## config.mk

```make
export PLATFORM = sky130hd
export DESIGN_NAME = mdpi_queue
export DESIGN_NICKNAME = d
export VERILOG_FILES = /design/src/mdpi_pkg.sv /design/src/mdpi_queue.sv
export SDC_FILE = /design/constraint.sdc
export NUM_CORES = 1
export LEC_CHECK = 0
export BUFFER_PORTS_ARGS = -buffer_cell sky130_fd_sc_hd__buf_2
export CELL_PAD_IN_SITES_DETAIL_PLACEMENT = 2
export CELL_PAD_IN_SITES_GLOBAL_PLACEMENT = 2
export CORE_UTILIZATION = 48
export DETAILED_ROUTE_END_ITERATION = 10
export PLACE_DENSITY = 0.89
export SLEW_MARGIN = 10
export SYNTH_ARGS = -nofsm -noshare
export SYNTH_HDL_FRONTEND = slang
export SYNTH_SLANG_ARGS = --single-unit
export TNS_END_PERCENT = 30
```

## constraint.sdc

```tcl
create_clock -name clk -period 8.2 [get_ports clk]
set_clock_uncertainty 0.2 [all_clocks]
set_input_delay 0.82 -clock clk [delete_from_list [all_inputs] [get_ports clk]]
set_output_delay 0.82 -clock clk [all_outputs]
set_load 0.02 [all_outputs]
```

## src/mdpi_pkg.sv

```systemverilog
// Shared types, constants and register codes for the mecanum drive PI controller.
// Used by every module of the block; depends on nothing else.
package mdpi_pkg;

	localparam int WHEELS      = 4;
	localparam int VEL_W       = 16;
	localparam int ENC_W       = 16;
	localparam int GAIN_W      = 16;
	localparam int LIM_W       = 14;
	localparam int DUTY_W      = 14;
	localparam int ACC_W       = 15;
	localparam int BIAS_W      = 17;
	localparam int ROT_W       = 33;
	localparam int SUM_W       = 36;
	localparam int PD_W        = 35;
	localparam int IB_W        = 34;
	localparam int TOT_W       = 37;
	localparam int TGT_SHIFT   = 22;
	localparam int ACC_SHIFT   = 8;
	localparam int LIN_SHIFT   = 14;
	localparam int IN_W        = 112;
	localparam int OUT_W       = 64;
	localparam int CFG_IDX_W   = 3;
	localparam int CFG_DATA_W  = 16;
	localparam int QUEUE_DEPTH = 4;

	// Per-wheel sign pattern of the kinematics and of the direction flag.
	localparam logic [WHEELS-1:0] X_NEG   = 4'b0101;
	localparam logic [WHEELS-1:0] Z_NEG   = 4'b0110;
	localparam logic [WHEELS-1:0] REV_POS = 4'b1100;

	typedef enum logic [CFG_IDX_W-1:0] {
		REG_KP   = 3'd0,
		REG_KI   = 3'd1,
		REG_GEO  = 3'd2,
		REG_ILIM = 3'd3,
		REG_OLIM = 3'd4
	} reg_idx_t;

	localparam logic [GAIN_W-1:0] KP_RESET   = 16'd2560;
	localparam logic [GAIN_W-1:0] KI_RESET   = 16'd2560;
	localparam logic [GAIN_W-1:0] GEO_RESET  = 16'd10133;
	localparam logic [LIM_W-1:0]  ILIM_RESET = 14'd7200;
	localparam logic [LIM_W-1:0]  OLIM_RESET = 14'd6900;

	typedef struct packed {
		logic [GAIN_W-1:0] kp;
		logic [GAIN_W-1:0] ki;
		logic [GAIN_W-1:0] geo;
		logic [LIM_W-1:0]  ilim;
		logic [LIM_W-1:0]  olim;
	} cfg_t;

	typedef logic [WHEELS-1:0][BIAS_W-1:0] bias_vec_t;

endpackage

```

## src/mdpi_queue.sv

```systemverilog
// Short queue of per-wheel errors between the front and back ends.
// Flip-flop storage with read and write pointers; uses mdpi_pkg.
module mdpi_queue #(
	parameter int DEPTH = mdpi_pkg::QUEUE_DEPTH
) (
	input  logic                clk,
	input  logic                arst_n,
	input  logic                in_valid,
	output logic                in_ready,
	input  mdpi_pkg::bias_vec_t in_bias,
	output logic                out_valid,
	input  logic                out_ready,
	output mdpi_pkg::bias_vec_t out_bias
);
	import mdpi_pkg::*;

	localparam int PTR_W = (DEPTH > 1) ? $clog2(DEPTH) : 1;
	localparam int CNT_W = $clog2(DEPTH + 1);

	bias_vec_t         entry_q [DEPTH];
	logic [PTR_W-1:0]  wr_ptr_q, rd_ptr_q;
	logic [CNT_W-1:0]  count_q;
	logic              push, pop;

	assign in_ready  = (count_q != CNT_W'(DEPTH));
	assign out_valid = (count_q != '0);
	assign push      = in_valid && in_ready;
	assign pop       = out_valid && out_ready;
	assign out_bias  = entry_q[rd_ptr_q];

	always_ff @(posedge clk or negedge arst_n) begin
		if (!arst_n) begin
			wr_ptr_q <= '0;
			rd_ptr_q <= '0;
			count_q  <= '0;
		end else begin
			if (push) wr_ptr_q <= (wr_ptr_q == PTR_W'(DEPTH - 1)) ? '0 : wr_ptr_q + 1'b1;
			if (pop)  rd_ptr_q <= (rd_ptr_q == PTR_W'(DEPTH - 1)) ? '0 : rd_ptr_q + 1'b1;
			if (push && !pop)      count_q <= count_q + 1'b1;
			else if (pop && !push) count_q <= count_q - 1'b1;
		end
	end

	always_ff @(posedge clk) begin
		if (push) entry_q[wr_ptr_q] <= in_bias;
	end

endmodule

```

After elaboration in Yosys (flattened, before gate mapping) --
Memory sizes are Yosys's and may differ from the RTL's. Index checks and enable logic that the tools add are counted.
Cells by class: $add $sub $neg 4, eq/ne operators 3, muxes and demuxes 6, reduce and logical (&&, ||, !) cells 8
Operator list (count):
- $mux W3 | 2
- $add A2 B1 Y2 const B | 2
- $eq A2 B2 Y1 const B | 2
- $logic_and A1 B1 Y1 | 4
- $mux W2 | 2
- $add A3 B1 Y3 const B | 1
- $ne A3 B3 Y1 const B | 1
- $reduce_bool A3 Y1 | 1
- $sub A3 B1 Y3 const B | 1
- $logic_not A1 Y1 | 2
- $mux W1 | 2
- $reduce_bool A2 Y1 | 1
Word-level totals: flip-flop bits (word level) 7, memory bits (writable) 272, bits of input ports 72, output and inout port bits 70, word-level logic and storage cells 25, memories 1
Memory list:
- entry_q | words 4, bits a word 68, read ports 1, clocked after memory_dff 0, wr ports 1, RTL line mdpi_queue.sv:20 | bias_vec_t entry_q [DEPTH];

Depth between registers and ports, before layout --
depth in word-level cells 6, depth in mapped cells 8, gate-level depth less buffers 8

Worst setup path after synthesis --
OpenSTA, ideal clock, no wires.
kind input -> register, start point in in_valid, end point mem entry_q[0][0] (netlist name) (enable), setup time 0.433 ns, arrival time 2.708 ns, data required time 7.567 ns, path slack 4.858 ns, stages 2, path buffers 0, path through a21boi_2 -> and2_1
On the way: word-level cells in the longest chain between the ends 3
RTL lines:
- start, declared | RTL line mdpi_queue.sv:8 | input logic in_valid,
- $logic_and A1 B1 Y1 | RTL line mdpi_queue.sv:27 | assign push = in_valid && in_ready;
- $mux W1 | RTL line mdpi_queue.sv:45 | if (push) entry_q[wr_ptr_q] <= in_bias;
- $mux W1 (not written as such) | RTL line mdpi_queue.sv:45
- end, declared | RTL line mdpi_queue.sv:20
No other way between the ends.

==> reports/metrics.yaml <==
timing:
  hold_viol: 0
  period_minus_slack_ns: 4.04
  fin_ws_ns: 4.16
  timing.final.crit_share_pct: 49.2
  max_freq_ghz: 0.248
  slew_headroom_pct: 28.4
  slew_viol_final: 0
  tns_ns: 0
  worst_slew_pin_slew_ns: 1.07
  setup_viol: 0
  rsz0062_at_grt: "no"
critical_path:
  reg2reg_depth: 3
  r2r_slack_ns: 5.65
  path_max_fanout: 36
  cp-end-kind: "primary output"
  critPathLaunchType: "register"
  worstReg2RegEnd: "entry_q[1][24]"
  path_class: "register to primary output"
  timing.rr.start: "count_q[1]"
  arrival_ns: 3.02
  required_ns: 7.18
detailed_routing:
  drtAntennaViolNets: 0
  post_drt_wl_per_cell_um: 29.0
  drcViolationCount: 0
  via_per_inst: 5.57
  drt_first_pass_iters: 4
  wirelength_um: 24600
  vias: 4730
  first_iter_violations: 207
clocking:
  numCtsBuffers: 29
  cts_resized: 0
  cts.htree.levels: 1
  post_cts_buffers: 0
  clk_latency_ns: 0.54
  clk_pin_slew_worst_paths_ns: 0.06
  cts_tree: "done"
  clock-sinks: 279
  cts_buffer_depth: 3
  root_buffer: "clkbuf_16"
floorplan:
  fp-row-count: 53
  coreArea_um2: 21100
  start_util_pct: 49.0
  die_w_um: 149
  die_h_um: 149
  ioPinCount: 142
  design.die.area_um2: 22100
min_path:
  hold_start: "in_bias[60]"
  worstHoldPathCells: 1
  min_to: "entry_q[1][60]"
  worstHoldPathType: "input pin to register"
power_and_ir_drop:
  power.density_nw_per_um2: 396
  p_switching_mw: 1.55
  p_int_mw: 3.27
  seq_power_share_pct: 44.1
  clockPowerShare_pct: 27.9
  leakage_nw: 4.17
  power_mw: 4.82
  power_switching_share_pct: 32.2
  ir_drop_mv: 0.241
  p_comb_share_pct: 28.0
final_layout:
  multi_input_area_um2: 1790
  most-common-layout-cells: "edfxtp_1, buf_2, mux4_2"
  nNetsFinal: 630
  fillers: 1710
  area.growth.synth_to_final_pct: 18.0
  mostFrequentLayoutCell: "edfxtp_1"
  drive_gt1_share_pct: 46.2
  finalInstanceArea_um2: 12200
  seq_area_um2: 8350
yosys:
  ys.warnings.count: 0
  netlist_area_um2: 10300
  synthCells: 393
  ys_seq_elements: 279
  synth_area_leader_cell: "edfxtp_1"
  yosysUniqueCellTypes: 18
  synth_nets: 472
  synthTopCellsByArea: "edfxtp_1, mux4_2, dfrtp_1"
  yosysTopAreaCellShare_pct: 79.1
  syn_area_per_cell_um2: 26.3
  seq_area_frac_synth_pct: 80.8
global_route:
  grt_pass1_vias: 5402
  grt_max_degree: 71
  grt_pass1_wl_um: 35800
  antenna_found_initial: 3
  grt_overflow: 0
  grt.total_usage_pct: 23.0
outcome:
  status: "finished, final reports clean"
placement:
  globalplace.congestion: 0.700
  dpl.hpwl_um: 13900
  io_buffers: 141
  dp_slack_ns: 4.64
  placed_cell_area_um2: 11200
job:
  cap_violations: 0
cell usage after synthesis:
master / instances
nand2_1: 2
inv_1: 3
buf_4: 1
nor2_1: 4
mux2_2: 5
buf_2: 7
buf_6: 1
a21boi_2: 1
xnor2_1: 1
xor2_1: 2
ha_1: 6
fa_1: 1
dfrtp_1: 7
buf_12: 7
edfxtp_1: 272
and2_1: 4
or3_4: 1
mux4_2: 68
power groups by stage:
stage | Combinational [mW] | Sequential [mW] | Clock [mW]
floorplan | 1.10 | 1.97 | 0
global placement | 1.30 | 2.10 | 0
detailed placement | 1.36 | 2.15 | 0
CTS | 1.39 | 2.14 | 1.37
global route | 1.43 | 2.16 | 1.41
finish | 1.35 | 2.12 | 1.34
how the worst max path moves through the flow:
stage,from,to,slack [ns],cells past startpoint
finish,rd_ptr_q[0],out_bias[11],4.16,3
floorplan,in_valid,entry_q[0][0],4.86,2
CTS,rd_ptr_q[0],out_bias[11],4.04,3
detailed placement,rd_ptr_q[0],out_bias[36],4.64,3
global route,rd_ptr_q[0],out_bias[11],3.89,3
global placement,rd_ptr_q[0],out_bias[31],4.68,3
routing by layer:
| metal | GRT usage (%) | vias to the layer above | share of wire, % |
|---|---|---|---|
| met1 | 28.5 | 2538 | 39 |
| met2 | 42.0 | 151 | 55 |
| li1 | - | 1999 | - |
| met4 | 5.36 | 4 | 1.9 |
| met5 | 0 | - | 0.094 |
| met3 | 3.87 | 38 | 4.2 |
logic make-up after synthesis:
logic type	count (synthesis)	synth area share (%)
adders and majority gates	7	0.921
DFF	279	80.8
AOI/OAI and AO/OA	1	0.109
buffers and inverters	19	1.99
muxes	73	15.4
xor gates and xnor gates	3	0.254
and+or+nand+nor	11	0.569
sequential cells by signal, indices dropped and copies added, names as in the netlist:
name      flops
entry_q     272
rd_ptr_q      2
wr_ptr_q      2
count_q       3
critical path: stages, from the launching register on:
cell and delay [ns]:
dfrtp_4 0.90, buf_4 0.72, mux4_2 0.64, buf_2 0.19
cell type report:
cell class | instances | area share, %
Clock buffer | 33 | 6.08
Clock inverter | 20 | 1.81
Timing Repair Buffer | 143 | 5.94
Multi-Input combinational cell | 95 | 14.7
Sequential cell | 279 | 68.5
Inverter | 3 | 0.0924
Antenna cell | 1 | 0.0205
Tap cell | 275 | 2.82
per-stage QoR:
stage / hold slack [ns] / cells / util, %
2_1_floorplan: 0.300 / 393 / -
3_3_place_gp: 0.316 / 794 / 53.2
3_5_place_dp: 0.338 / 794 / 53.2
4_1_cts: 0.275 / 848 / 57.8
5_1_grt: 0.283 / 849 / 57.8
6_report: 0.287 / 849 / 57.8
timing repair:
item / 4_1_cts / 5_1_grt
hold endpoints to repair: 7 / 0
hold buffers: 1 / 0
endpoints found under the setup margin: 0 / 0
No activity file was read; power rests on OpenSTA's default activity.
