<file path="config.mk">
export PLATFORM = sky130hd
export DESIGN_NAME = mdpi_front
export DESIGN_NICKNAME = d
export VERILOG_FILES = /design/src/mdpi_pkg.sv /design/src/mdpi_front.sv
export SDC_FILE = /design/constraint.sdc
export NUM_CORES = 1
export LEC_CHECK = 0
export BUFFER_PORTS_ARGS = -buffer_cell sky130_fd_sc_hd__clkbuf_2
export CORE_MARGIN = 2
export CORE_UTILIZATION = 63
export DETAILED_ROUTE_END_ITERATION = 12
export PLACE_DENSITY_LB_ADDON = 0.15
export SLEW_MARGIN = 40
export SYNTH_ARGS = -nofsm -noshare
export SYNTH_HDL_FRONTEND = slang
export SYNTH_SLANG_ARGS = --single-unit
</file>
<file path="constraint.sdc">
create_clock -name clk -period 6.1 [get_ports clk]
set_input_delay 0 -clock clk [delete_from_list [all_inputs] [get_ports clk]]
set_output_delay 0 -clock clk [all_outputs]
set_load 0.005 [all_outputs]
</file>
<file path="src/mdpi_pkg.sv">
// Shared types, constants and register codes for the mecanum drive PI controller.
// Used by every module of the block; depends on nothing else.
package mdpi_pkg;

	localparam int WHEELS      = 4;
	localparam int VEL_W       = 16;
	localparam int ENC_W       = 16;
	localparam int GAIN_W      = 16;
	localparam int LIM_W       = 14;
	localparam int DUTY_W      = 14;
	localparam int ACC_W       = 15;
	localparam int BIAS_W      = 17;
	localparam int ROT_W       = 33;
	localparam int SUM_W       = 36;
	localparam int PD_W        = 35;
	localparam int IB_W        = 34;
	localparam int TOT_W       = 37;
	localparam int TGT_SHIFT   = 22;
	localparam int ACC_SHIFT   = 8;
	localparam int LIN_SHIFT   = 14;
	localparam int IN_W        = 112;
	localparam int OUT_W       = 64;
	localparam int CFG_IDX_W   = 3;
	localparam int CFG_DATA_W  = 16;
	localparam int QUEUE_DEPTH = 4;

	// Per-wheel sign pattern of the kinematics and of the direction flag.
	localparam logic [WHEELS-1:0] X_NEG   = 4'b0101;
	localparam logic [WHEELS-1:0] Z_NEG   = 4'b0110;
	localparam logic [WHEELS-1:0] REV_POS = 4'b1100;

	typedef enum logic [CFG_IDX_W-1:0] {
		REG_KP   = 3'd0,
		REG_KI   = 3'd1,
		REG_GEO  = 3'd2,
		REG_ILIM = 3'd3,
		REG_OLIM = 3'd4
	} reg_idx_t;

	localparam logic [GAIN_W-1:0] KP_RESET   = 16'd2560;
	localparam logic [GAIN_W-1:0] KI_RESET   = 16'd2560;
	localparam logic [GAIN_W-1:0] GEO_RESET  = 16'd10133;
	localparam logic [LIM_W-1:0]  ILIM_RESET = 14'd7200;
	localparam logic [LIM_W-1:0]  OLIM_RESET = 14'd6900;

	typedef struct packed {
		logic [GAIN_W-1:0] kp;
		logic [GAIN_W-1:0] ki;
		logic [GAIN_W-1:0] geo;
		logic [LIM_W-1:0]  ilim;
		logic [LIM_W-1:0]  olim;
	} cfg_t;

	typedef logic [WHEELS-1:0][BIAS_W-1:0] bias_vec_t;

endpackage

</file>
<file path="src/mdpi_front.sv">
// Front end: inverse kinematics and per-wheel speed error.
// Two pipeline stages with their own stall chain; uses mdpi_pkg.
module mdpi_front (
	input  logic                      clk,
	input  logic                      arst_n,
	input  logic                      in_valid,
	output logic                      in_ready,
	input  logic [mdpi_pkg::IN_W-1:0] in_data,
	input  logic [mdpi_pkg::GAIN_W-1:0] geo,
	output logic                      out_valid,
	input  logic                      out_ready,
	output mdpi_pkg::bias_vec_t       out_bias
);
	import mdpi_pkg::*;

	logic                    valid_s1, valid_s2;
	logic                    ready_s1, ready_s2;
	logic signed [VEL_W-1:0] vx_s1, vy_s1;
	logic signed [ROT_W-1:0] rot_s1;
	logic signed [ENC_W-1:0] enc_s1 [WHEELS];
	logic signed [ENC_W-1:0] enc_s2 [WHEELS];
	logic signed [SUM_W-1:0] sum_s2 [WHEELS];

	assign ready_s2  = !valid_s2 || out_ready;
	assign ready_s1  = !valid_s1 || ready_s2;
	assign in_ready  = ready_s1;
	assign out_valid = valid_s2;

	always_ff @(posedge clk or negedge arst_n) begin
		if (!arst_n) begin
			valid_s1 <= 1'b0;
			valid_s2 <= 1'b0;
		end else begin
			if (ready_s1) valid_s1 <= in_valid;
			if (ready_s2) valid_s2 <= valid_s1;
		end
	end

	always_ff @(posedge clk) begin
		if (ready_s1 && in_valid) begin
			vx_s1  <= $signed(in_data[VEL_W-1:0]);
			vy_s1  <= $signed(in_data[2*VEL_W-1:VEL_W]);
			rot_s1 <= $signed(in_data[3*VEL_W-1:2*VEL_W]) * $signed({1'b0, geo});
			for (int w = 0; w < WHEELS; w++) begin
				enc_s1[w] <= $signed(in_data[3*VEL_W + w*ENC_W +: ENC_W]);
			end
		end
	end

	always_ff @(posedge clk) begin
		if (ready_s2 && valid_s1) begin
			for (int w = 0; w < WHEELS; w++) begin
				logic signed [VEL_W+1:0] lin;
				logic signed [SUM_W-1:0] rot_term;
				lin = X_NEG[w] ? (-(VEL_W+2)'(vx_s1) + (VEL_W+2)'(vy_s1))
				               : ((VEL_W+2)'(vx_s1) + (VEL_W+2)'(vy_s1));
				rot_term = Z_NEG[w] ? -SUM_W'(rot_s1) : SUM_W'(rot_s1);
				sum_s2[w] <= (SUM_W'(lin) <<< LIN_SHIFT) + rot_term;
				enc_s2[w] <= enc_s1[w];
			end
		end
	end

	// Division by 2^22 rounds toward zero, so negative sums get a bias first.
	always_comb begin
		for (int w = 0; w < WHEELS; w++) begin
			logic signed [SUM_W-1:0] tgt;
			logic signed [SUM_W-1:0] diff;
			tgt = (sum_s2[w] + (sum_s2[w][SUM_W-1] ? SUM_W'((1 << TGT_SHIFT) - 1)
			                                        : SUM_W'(0))) >>> TGT_SHIFT;
			diff = SUM_W'(enc_s2[w]) - tgt;
			out_bias[w] = diff[BIAS_W-1:0];
		end
	end

endmodule

</file>
; ---- Word-level counts from Yosys, hierarchy flattened
; Memories as Yosys holds them, arrays and structs flattened.
; Cells that the tools add are included.
[word_totals]
register_bits = 67
latchBits = 0
ram_bits = 272
mem_bits_ro = 0
in_bits = 132
out_inout_bits = 70
word_cells = 39
n_memories = 3
[op_classes]
addsub = 16
multipliers = 1
div_mod_pow = 0
magnitude_cmp = 0
n_eq_ne = 0
shifts = 0
muxes = 8
bitwise = 0
n_reduce_logical = 6
[memory_table]
columns = memory, depth, width, rd, rd_clocked_by_memory_dff, write_ports, line
row1 = sum_s2, 4, 36, 4, 0, 4, mdpi_front.sv:22  ; logic signed [SUM_W-1:0] sum_s2 [WHEELS];
row2 = enc_s1, 4, 16, 4, 0, 4, mdpi_front.sv:20  ; logic signed [ENC_W-1:0] enc_s1 [WHEELS];
row3 = enc_s2, 4, 16, 4, 0, 4, mdpi_front.sv:21  ; logic signed [ENC_W-1:0] enc_s2 [WHEELS];
[op_table]
columns = op, count
row1 = $add 36x23->36, 4
row2 = $mux 22, 4
row3 = $sub 16x14->17, 4
row4 = $add 31x36->36, 1
row5 = $add 32x36->36, 1
row6 = $neg 33->36, 1
row7 = $add 31x33->34, 1
row8 = $add 32x33->34, 1
row9 = $mul 16x17->33, 1
row10 = $add 18x16->18, 1
row11 = $neg 16->18, 1
row12 = $add 16x16->17, 1
row13 = $mux 1, 4
row14 = $logic_and 1x1->1, 2
row15 = $logic_not 1->1, 2
row16 = $logic_or 1x1->1, 2

; ---- Depth between registers and ports, before layout
; Gate-level depths: netlist (run 1).
[logic_depth]
ltp_word = 6
ltp_mapped = 24
mapped_depth_nobuf = 23

; ---- Least setup slack after synthesis (run 1)
; Ideal clock, no wire load.
[synth_timing]
kind = input port to flip-flop
from = input port in_data[44] in the netlist's numbering
to = register rot_s1[29] (data pin)
setup_time_ns = 0.259
arrival_ns = 5.462
required_ns = 5.841
setup_slack_ns = 0.379
stages = 21
n_path_buf = 1
cell_sequence = clkbuf_1 -> nand2_1 -> fa_1 -> inv_1 -> fa_1 -> fa_1 -> fa_1 -> fa_1 -> inv_1 -> fa_1 -> inv_1 -> ha_1 -> nand4_1 -> nor2_1 -> a221oi_1 -> o32ai_1 -> o41ai_2 -> o21ai_2 -> a21o_1 -> a21oi_2 -> xnor2_1
[synth_between]
elab_chain_len = 1
[synth_rtl]
columns = element, line
row1 = "start, declared", mdpi_front.sv:8  ; input logic [mdpi_pkg::IN_W-1:0] in_data,
row2 = $mul 16x17->33, mdpi_front.sv:43  ; rot_s1 <= $signed(in_data[3*VEL_W-1:2*VEL_W]) * $signed({1'b0, geo});
row3 = "end signal, assigned", mdpi_front.sv:43
row4 = "end, declared", mdpi_front.sv:19  ; logic signed [ROT_W-1:0] rot_s1;
; No other way between the ends.
; A chain may end at the register's enable or synchronous reset.

==> flow_metrics.env, run 1 <==
export IMPL_maxSlewHeadroom=0.460
export IMPL_die_y_um=218
export IMPL_io_buffer_count=201
export IMPL_initial_core_util=0.637
export IMPL_clock_root_buffer="clkbuf_16"
export IMPL_synthAdderAreaFrac=0.308
export IMPL_finalClockSkew_ps=16.8
export IMPL_cap_viol_max_count=0
export IMPL_setup_viol=0
export IMPL_hp_start="in_data[32]"
export IMPL_cp_end_kind="output pin"
export IMPL_vias=21900
export IMPL_hold_class="input port to flip-flop"
export IMPL_ant_nets=0
export IMPL_synth_simple_area_share=0.131
export IMPL_drc=0
export IMPL_synth_nets=3510
export IMPL_worstPathRequired_ps=6100
export IMPL_crit_type="flip-flop to output pin"
export IMPL_synth_area_top_cells="edfxtp_1 32%, ha_1 17%, fa_1 14%"
export IMPL_max_stage_delay_ps=660
export IMPL_synth_top_family_by_area="adder cells"
export IMPL_async_flop_share=0.00654
export IMPL_cts_sinks=306
export IMPL_final_nets=3869
export IMPL_period_minus_slack_ps=5920
export IMPL_cp_arrival_ps=5920
export IMPL_cp_top_family="simple AND/OR/NAND/NOR gates"
export IMPL_grt_pass1_wl_um=113000
export IMPL_synth_xor_area_frac=0.0750
export IMPL_multi_input_area_sq_mm=0.0183
export IMPL_syn_area_sq_mm=0.0288
export IMPL_utilization=0.733
export IMPL_viasPerCell=5.80
export IMPL_clk_latency_ps=550
export IMPL_status="finished clean"
export IMPL_regArea_sq_mm=0.00918
export IMPL_ys_warn_count=0
export IMPL_r2r_slack_ps=850
export IMPL_tightest_slew_ps=809
export IMPL_netlist_top_cells_count="383 x ha_1, 337 x inv_1, 304 x edfxtp_1"
export IMPL_cts_htree_levels=2
export IMPL_fin_total_pwr_mw=18.9
export IMPL_yosys_most_used_dff="edfxtp_1"
export IMPL_synth_edff_count=304
export IMPL_fmax_mhz=169
export IMPL_yosysMostFrequentCell="ha_1"
export IMPL_ys_types=74
export IMPL_p_per_area_mw_per_mm2=568
export IMPL_num_io_pins=202
export IMPL_slew_violations=0
export IMPL_dieWidth_um=218
export IMPL_globalRouteTotalUtil=0.300
export IMPL_firstDrtPassIters=5
export IMPL_syn_inst=2791
export IMPL_crit_chain="buf_12 -> ha_1 -> nand4_1 -> nor3_1 -> nand2_1 -> a211oi_1 -> o211ai_1 -> nor3_1 -> nand3_1 -> xor2_1 -> ha_1 -> or3_1 -> a211oi_1 -> nor3_1 -> and2_1 -> o21ai_0 -> a221oi_1 -> clkbuf_2"
export IMPL_core_sq_mm=0.0453
export IMPL_finalHoldViolCount=0
export IMPL_synth_seq_area_share=0.318
export IMPL_ir_worst_vdd_mv=0.480
export IMPL_ys_ff_latch=306
export IMPL_cp_common_cell="nor3_1"
export IMPL_min_period_over_period=0.971
export IMPL_dpl_cell_count=3606
export IMPL_post_drt_wl_per_cell_um=18.7
export IMPL_synth_top_area_frac=0.317
export IMPL_synth_compound_area_frac=0.118
export IMPL_setup_tns_ps=0
export IMPL_timing_rr_start="rot_s1[2]$_DFFE_PP_"
export IMPL_grt_pass1_vias=22800
export IMPL_grt_antenna_before_repair=2
export IMPL_place_gp_congestion=0.948
export IMPL_crit_buf_inv=2
export IMPL_dpl_hpwl_um=55700
export IMPL_worst_path_max_fanout=11
export IMPL_stdcell_count=3778
export IMPL_finalInstanceArea_sq_mm=0.0332
export IMPL_synthMuxAreaShare=0.000347
export IMPL_r2r_cells=16
export IMPL_drive_above_1_share=0.113
export IMPL_rows=78
export IMPL_wirelength_um=70500
export IMPL_r2r_end="sum_s2[1][34]$_DFFE_PP_"
export IMPL_critPathLaunchType="flip-flop"
export IMPL_cts_buffers=35
export IMPL_p_leak_nw=15.2
export IMPL_yosys_area_top_type="edfxtp_1"
export IMPL_cts_buffer_depth=3
export IMPL_drtIter0Drc=1347
export IMPL_post_dp_cell_area_sq_mm=0.0309
export IMPL_crit_start="sum_s2[2][35]$_DFFE_PP_"
export IMPL_holdPathEnd="rot_s1[0]$_DFFE_PP_"
export IMPL_cts_tree="yes"
export IMPL_avgSynthCellArea_sq_um=10.3
export IMPL_die_area_sq_mm=0.0475
export IMPL_min_path_cells=2
export IMPL_grt_start_max_net_pins=103
export IMPL_path_clk_slew_ps=60
export IMPL_grt_overflow_total=0
export IMPL_n_fill_cell=3240
export IMPL_syn_to_final_growth_pct=15.1
export IMPL_crit_slowest_cell="a211oi_1"
## metal layers
layer	vias up	part of all wire	track usage
li1	10400	-	-
met1	10600	0.41	0.370
met2	684	0.50	0.542
met3	146	0.054	0.0382
met4	0	0.031	0.0986
met5	-	0	0
## timing repair
action | CTS | global route
resized for setup | 0 | 3
hold buffers | 101 | 0
setup buffers | 3 | 2
endpoints found under the hold margin | 110 | 0
endpoints found under the setup margin | 2 | 9
## where the power goes
group          switching [mW]  internal (mW)
clock                   0.882           1.23
combinational            7.01           5.81
sequential              0.496           3.42
total                    8.39           10.5
## final cells by class
class / count / area share
clock inverter: 27 / 0.00811
multi-input combinational: 2104 / 0.550
antenna: 2 / 0.000151
tap: 600 / 0.0226
inverter: 338 / 0.0382
sequential: 306 / 0.277
timing repair buffer: 365 / 0.0775
clock buffer: 36 / 0.0265
## cell families after synthesis
| family | count (synthesis) |
|---|---|
| xor gates and xnor gates | 247 |
| buffers and inverters | 381 |
| AOI/OAI and AO/OA | 512 |
| DFF | 306 |
| and+or+nand+nor | 757 |
| muxes | 1 |
| adders and majority gates | 587 |
## state kept, by name, summed over array words and instances (netlist names)
| register | count |
|---|---|
| out_valid | 1 |
| rot_s1 | 33 |
| vx_s1 | 16 |
| vy_s1 | 16 |
| valid_s1 | 1 |
| enc_s2 | 64 |
| sum_s2 | 111 |
| enc_s1 | 64 |
## how the worst max path moves through the flow
stage,endpoint,slack [ps],cells after the start
5_1_grt,out_bias[14],-5,23
6_report,out_bias[47],180,18
4_1_cts,out_bias[48],70,22
3_3_place_gp,rot_s1[29]$_DFFE_PP_,90,21
2_1_floorplan,rot_s1[29]$_DFFE_PP_,380,21
3_5_place_dp,rot_s1[30]$_DFFE_PP_,-80,22
## cell usage in the layout (no fill, tap or decap), drive strengths merged, types with 11 or more instances in the layout
cell type and instances:
nor4 11, xnor2 170, clkbuf 237, or3 17, ha 383, and3 19, fa 204, xor2 77
nor3 56, nor2b 35, a21o 98, a31oi 15, a221oi 11, nand4 25, nand2b 26, dlygate4sd3 101
nand2 222, or2 12, o21ai 72, o21a 29, inv 343, o21bai 26, nor2 134, a211oi 21
clkinv 12, nand3 54, buf 63, a21oi 157, edfxtp 304, and2 127
## stage by stage
stage	hold WS, ps	setup slack [ps]
floorplan	-296	379
global placement	-213	88.2
detailed placement	-208	-83.2
CTS	31.0	68.4
global route	66.3	-4.59
finish	62.9	178
(Power assumes the default switching activity.)
==> run 2: changes to the inputs <==
--- a/config.mk
+++ b/config.mk
@@ -5,9 +5,10 @@
 export SDC_FILE = /design/constraint.sdc
 export NUM_CORES = 1
 export LEC_CHECK = 0
+export ABC_AREA = 1
 export BUFFER_PORTS_ARGS = -buffer_cell sky130_fd_sc_hd__clkbuf_2
 export CORE_MARGIN = 2
-export CORE_UTILIZATION = 63
+export CORE_UTILIZATION = 64
 export DETAILED_ROUTE_END_ITERATION = 12
 export PLACE_DENSITY_LB_ADDON = 0.15
 export SLEW_MARGIN = 40
==> run 2 against run 1 <==
  * Sequential share of layout area decreased by 3.0 points
  * Power rose by 15%
  * Flip-flop and latch count unchanged
  * Critical endpoint is now rot_s1[32]$_DFFE_PP_
  * Highest routed layer unchanged
==> flow_metrics.env, run 2 <==
export IMPL_largest_reg_flops=111
export IMPL_synth_nets=4911
export IMPL_intPower_mw=10.4
export IMPL_slew_violations=0
export IMPL_ys_ff_latch=306
export IMPL_grt_antenna_before_repair=0
export IMPL_grt_start_max_net_pins=144
export IMPL_stdcell_count=5183
export IMPL_period_minus_slack_ps=5050
export IMPL_p_per_area_mw_per_mm2=582
export IMPL_fin_ws_ps=1050
export IMPL_dpl_hpwl_um=69700
export IMPL_ir_worst_vdd_mv=0.752
export IMPL_r2r_cells=16
export IMPL_switching_share=0.522
export IMPL_dpl_cell_count=5015
export IMPL_largest_registers="sum_s2 x111, enc_s1 x64, enc_s2 x64"
export IMPL_vias=29100
export IMPL_drtIter0Drc=2336
export IMPL_final_nets=5197
export IMPL_ant_nets=0
export IMPL_async_flop_share=0.00654
export IMPL_rows=83
export IMPL_cp_endpoint="rot_s1[32]$_DFFE_PP_"
export IMPL_p_leak_nw=18.8
export IMPL_timing_rr_start="vx_s1[0]$_DFFE_PP_"
export IMPL_p_sw_mw=11.3
export IMPL_clockPowerShare=0.095
export IMPL_seqPwrFrac=0.186
export IMPL_globalRouteTotalUtil=0.335
export IMPL_synth_seq_area_share=0.275
export IMPL_die_area_sq_mm=0.0540
export IMPL_dieWidth_um=232
export IMPL_finalHoldViolCount=0
export IMPL_critPathLaunchType="input port"
export IMPL_min_period_over_period=0.828
export IMPL_n_fill_cell=4077
export IMPL_cts_tree="yes"
export IMPL_initial_core_util=0.649
export IMPL_tightest_slew_ps=809
export IMPL_firstDrtPassIters=6
export IMPL_pwr_share_comb=0.720
export IMPL_synth_area_top_cells="edfxtp_1 27%, ha_1 14%, fa_1 12%"
export IMPL_maxSlewHeadroom=0.460
export IMPL_grt_pass1_wl_um=144000
export IMPL_cap_viol_max_count=0
export IMPL_cts_buffer_depth=3
export IMPL_cts_htree_levels=2
export IMPL_cp_arrival_ps=5350
export IMPL_cp_end_kind="flip-flop"
export IMPL_viasPerCell=5.61
export IMPL_syn_to_final_growth_pct=11.6
export IMPL_setup_tns_ps=0
export IMPL_cts_setup_buffers=0
export IMPL_diodes=0
export IMPL_synth_edff_count=304
export IMPL_largest_register="sum_s2"
export IMPL_cts_buffers=35
export IMPL_syn_area_sq_mm=0.0334
export IMPL_hold_class="input port to flip-flop"
export IMPL_pre_cts_slack_ps=534
export IMPL_yosysMostFrequentCell="nand2_1"
export IMPL_status="finished clean"
export IMPL_io_buffer_count=201
export IMPL_fmax_mhz=198
export IMPL_r2r_end="sum_s2[3][31]$_DFFE_PP_"
export IMPL_final_common_cell="nand2_1"
export IMPL_path_clk_slew_ps=60
export IMPL_core_sq_mm=0.0514
export IMPL_worst_path_max_fanout=17
export IMPL_rsz0062_at_grt="no"
export IMPL_finalClockSkew_ps=25.3
export IMPL_post_drt_wl_per_cell_um=17.2
export IMPL_synth_top_area_frac=0.274
export IMPL_setup_viol=0
export IMPL_place_gp_congestion=0.983
export IMPL_netlist_top_cells_count="1029 x nand2_1, 712 x inv_1, 383 x ha_1"
export IMPL_clock_root_buffer="clkbuf_16"
export IMPL_final_cell_mix="1029 x nand2_1, 711 x inv_1, 383 x ha_1"
export IMPL_drive_above_1_share=0.0748
export IMPL_grt_overflow_total=0
export IMPL_yosys_area_top_type="edfxtp_1"
export IMPL_ys_types=54
export IMPL_yosys_most_used_dff="edfxtp_1"
export IMPL_wirelength_um=88900
export IMPL_grt_pass1_vias=28300
export IMPL_num_io_pins=202
export IMPL_utilization=0.724
export IMPL_avgSynthCellArea_sq_um=7.96
export IMPL_die_y_um=232
export IMPL_fin_total_pwr_mw=21.7
export IMPL_crit_type="input port to flip-flop"
export IMPL_ys_warn_count=0
export IMPL_clk_latency_ps=560
export IMPL_drc=0
export IMPL_syn_inst=4192
export IMPL_crit_start="in_data[47]"
export IMPL_r2r_slack_ps=2000
export IMPL_cts_sinks=306
export IMPL_worstPathRequired_ps=6400
run 2: cell count changes after synthesis, moves of 82 or more:
cell,previous run,this run
a21oi_1,156,269
xnor2_1,170,55
xor2_1,77,159
nand3_1,54,196
nor2_1,134,317
inv_1,337,712
and2_1,127,2
nand2_1,222,1029
run 2: critical path, stage by stage:
cell	delay (ps)
clkbuf_2	100
inv_1	440
nor2_1	140
fa_1	530
fa_1	520
fa_1	530
fa_1	530
fa_1	560
inv_1	60
fa_1	530
inv_1	50
ha_1	360
a21oi_1	260
o21a_1	260
o21bai_1	100
a21oi_1	180
nand2_1	80
nand2_1	70
nand2_1	50
run 2: power by group through the flow:
stage	clock network, mW	registers [mW]	logic, mW
6_report	2.05	4.02	15.6
5_1_grt	2.15	4.07	17.6
4_1_cts	2.07	4.03	15.3
3_5_place_dp	0	4.06	15.1
3_3_place_gp	0	4.06	15.0
2_1_floorplan	0	3.85	11.1
run 2: logic make-up after synthesis:
logic type	after synthesis	share of synthesized area
compound gates	565	0.0957
xor+xnor	214	0.0562
fa+ha+maj	587	0.266
buf+inv	787	0.0889
flops	306	0.275
simple gates	1733	0.218
run 2: worst min path at each step:
stage	from	cells past startpoint	end	slack, ps
2_1_floorplan	arst_n	0	out_valid$_DFFE_PN0P_	-300
3_3_place_gp	arst_n	1	valid_s1$_DFFE_PN0N_	-210
3_5_place_dp	arst_n	1	valid_s1$_DFFE_PN0N_	-210
4_1_cts	geo[0]	4	rot_s1[0]$_DFFE_PP_	50
5_1_grt	geo[0]	4	rot_s1[0]$_DFFE_PP_	80
6_report	geo[0]	4	rot_s1[0]$_DFFE_PP_	80
run 2: per-layer routing:
layer,vias to the layer above,global-route usage,routed length (um)
li1,14200,-,-
met3,185,0.0392,6670
met4,0,0.100,2600
met2,1209,0.550,40900
met1,13500,0.466,38700
met5,-,0,0
run 2: repair_timing:
action,in CTS,in global routing
hold buffers,102,0
gates resized for setup,0,0
setup endpoints to repair,0,0
hold endpoints to repair,100,0
run 2: metrics by stage:
step / area (sq um) / hold slack [ps]
CTS: 37200 / 53.0
detailed placement: 35100 / -212
global route: 37200 / 79.1
floorplan: 33400 / -296
global placement: 35000 / -213
finish: 37200 / 83.9
run 2: area by class of cell:
type                            instances  area [sq um]  area share
Clock inverter                         16           156     0.00420
Multi-Input combinational cell       3099         21200       0.570
Inverter                              721          2710      0.0728
Tap cell                              680           851      0.0229
Sequential cell                       306          9180       0.247
Clock buffer                           46           938      0.0252
Timing Repair Buffer                  315          2160      0.0579
==> run 3: changes to the inputs <==
--- a/config.mk
+++ b/config.mk
@@ -8,7 +8,7 @@
 export ABC_AREA = 1
 export BUFFER_PORTS_ARGS = -buffer_cell sky130_fd_sc_hd__clkbuf_2
 export CORE_MARGIN = 2
-export CORE_UTILIZATION = 64
+export CORE_UTILIZATION = 57
 export DETAILED_ROUTE_END_ITERATION = 12
 export PLACE_DENSITY_LB_ADDON = 0.15
 export SLEW_MARGIN = 40
==> constraint.sdc (replaced) <==
create_clock -name clk -period 4.1 [get_ports clk]
set_input_delay 0 -clock clk [delete_from_list [all_inputs] [get_ports clk]]
set_output_delay 0 -clock clk [all_outputs]
set_load 0.005 [all_outputs]
==> run 3 against run 2 <==
  * The flow now finishes with violations (negative setup slack)
  * Sequential share of layout area is 2.7 points lower
  * Count of clock-buffer cells in the layout is 4 lower
  * Die area is 12% higher
  * Clock skew is 17 ps higher
  * Largest cell class unchanged
==> flow_metrics.env, run 3 (same netlist as run 2, synthesis figures left out) <==
export IMPL_status="finished with violations"
export IMPL_violations="negative setup slack"
export IMPL_rsz0062_at_grt="yes"
export IMPL_grt_overflow_total=0
export IMPL_cts_buffer_depth=3
export IMPL_finalInstanceArea_sq_mm=0.0419
export IMPL_tightest_slew_ps=818
export IMPL_finalClockSkew_ps=42.8
export IMPL_initial_core_util=0.577
export IMPL_viasPerCell=5.44
export IMPL_cap_viol_max_count=0
export IMPL_clk_latency_ps=570
export IMPL_crit_start="in_data[47]"
export IMPL_path_clk_slew_ps=60
export IMPL_period_minus_slack_ps=4450
export IMPL_regArea_sq_mm=0.00918
export IMPL_maxSlewHeadroom=0.450
export IMPL_clock_root_buffer="clkbuf_16"
export IMPL_grt_pass1_wl_um=145000
export IMPL_setup_viol=18
export IMPL_largest_registers="sum_s2 x111, enc_s1 x64, enc_s2 x64"
export IMPL_whs_ps=67.4
export IMPL_min_path_cells=4
export IMPL_core_sq_mm=0.0578
export IMPL_cp_arrival_ps=4740
export IMPL_die_area_sq_mm=0.0605
export IMPL_final_nets=5417
export IMPL_worstPathRequired_ps=4400
export IMPL_critPathLaunchType="input port"
export IMPL_globalRouteTotalUtil=0.300
export IMPL_vias=29800
export IMPL_firstDrtPassIters=6
export IMPL_grt_pass1_vias=28500
export IMPL_final_common_cell="nand2_1"
export IMPL_post_dp_cell_area_sq_mm=0.0369
export IMPL_hold_class="input port to flip-flop"
export IMPL_cts_sinks=306
export IMPL_io_buffer_count=201
export IMPL_diodes=0
export IMPL_final_cell_mix="943 x nand2_1, 669 x inv_1, 304 x edfxtp_1"
export IMPL_drive_above_1_share=0.212
export IMPL_crit_type="input port to flip-flop"
export IMPL_cts_htree_levels=2
export IMPL_grt_start_max_net_pins=82
export IMPL_cts_tree="yes"
export IMPL_worst_path_max_fanout=6
export IMPL_multi_input_area_sq_mm=0.0237
export IMPL_pre_cts_slack_ps=-1060
export IMPL_num_io_pins=202
export IMPL_slew_violations=0
export IMPL_rows=88
export IMPL_n_fill_cell=4436
export IMPL_drc=0
export IMPL_r2r_cells=18
export IMPL_ant_nets=0
export IMPL_dpl_hpwl_um=73400
export IMPL_largest_reg_flops=111
export IMPL_cts_buffers=35
export IMPL_setup_tns_ps=-4410
export IMPL_fmax_mhz=225
export IMPL_grt_antenna_before_repair=0
export IMPL_largest_register="sum_s2"
export IMPL_wirelength_um=94900
export IMPL_min_period_over_period=1.08
export IMPL_hp_start="geo[0]"
export IMPL_timing_rr_start="vy_s1[0]$_DFFE_PP_"
export IMPL_syn_to_final_growth_pct=25.5
export IMPL_place_gp_congestion=0.977
export IMPL_drtIter0Drc=2213
export IMPL_die_y_um=246
export IMPL_finalHoldViolCount=0
export IMPL_post_drt_wl_per_cell_um=17.3
export IMPL_cp_end_kind="flip-flop"
export IMPL_fin_ws_ps=-347
export IMPL_dieWidth_um=246
run 3: changes by cell type in the layout (fill, tap and decap cells not counted), moves of 33 or more:
cell | previous run | this run
ha_4 | 0 | 78
nor2_2 | 5 | 38
a21oi_2 | 7 | 66
nor2_1 | 317 | 269
nand2_1 | 1029 | 943
a21oi_1 | 268 | 204
o21ai_0 | 131 | 88
inv_1 | 711 | 669
buf_4 | 5 | 204
inv_2 | 9 | 50
ha_1 | 383 | 294
nand2_2 | 13 | 80
run 3: worst max-delay path: stages:
cell and delay [ps]:
clkbuf_16 110, clkinvlp_4 180, or2_4 300, fa_2 530, fa_1 400, inv_1 80
fa_2 430, fa_2 540, fa_1 430, fa_2 560, ha_4 230, a21oi_4 190
a21boi_4 210, a21boi_2 190, nand2_2 120, nand2_2 90, nand2_1 50, nand2_1 50
nand2_1 40
run 3: worst paths after layout:
kind	endpoint	slack, ps
worst max-delay path	rot_s1[32]$_DFFE_PP_	-350
worst min-delay path	rot_s1[0]$_DFFE_PP_	70
worst max register to register	sum_s2[2][29]$_DFFE_PP_	310
worst min register to register	enc_s2[1][10]$_DFFE_PP_	410
max in group asynchronous	valid_s1$_DFFE_PN0N_	3660
min in group asynchronous	out_valid$_DFFE_PN0P_	310
run 3: through the flow:
stage	std cells	utilization
floorplan	4192	-
global placement	5278	0.638
detailed placement	5279	0.638
CTS	5459	0.687
global route	5488	0.725
finish	5488	0.725
run 3: layout make-up:
type | count | area share
flip-flops and latches | 306 | 0.219
multi-input cells | 3099 | 0.565
well taps | 765 | 0.0229
clock buffers | 42 | 0.0226
repair buffers | 534 | 0.100
clock inverters | 20 | 0.00460
inverters | 721 | 0.0648
repair inverters | 1 | 0.000179
run 3: layer usage:
metal	wire length (um)	part of all wire	up-vias	GRT usage
li1	-	-	14600	-
met1	41700	0.44	14000	0.414
met2	44800	0.47	996	0.496
met3	5840	0.062	178	0.0393
met4	2560	0.027	0	0.0836
met5	0	0	-	0
run 3: timing repair:
| action | CTS | global route |
|---|---|---|
| setup buffers | 17 | 27 |
| setup endpoints to repair | 50 | 69 |
| cloned | 1 | 3 |
| gates resized for setup | 133 | 425 |
| hold buffers | 100 | 0 |
| pin swaps | 60 | 147 |
| endpoints found under the hold margin | 113 | 0 |
Power of run 3 is not shown: default switching activity piles up to over one toggle a cycle in this logic, so the estimate is an artifact.
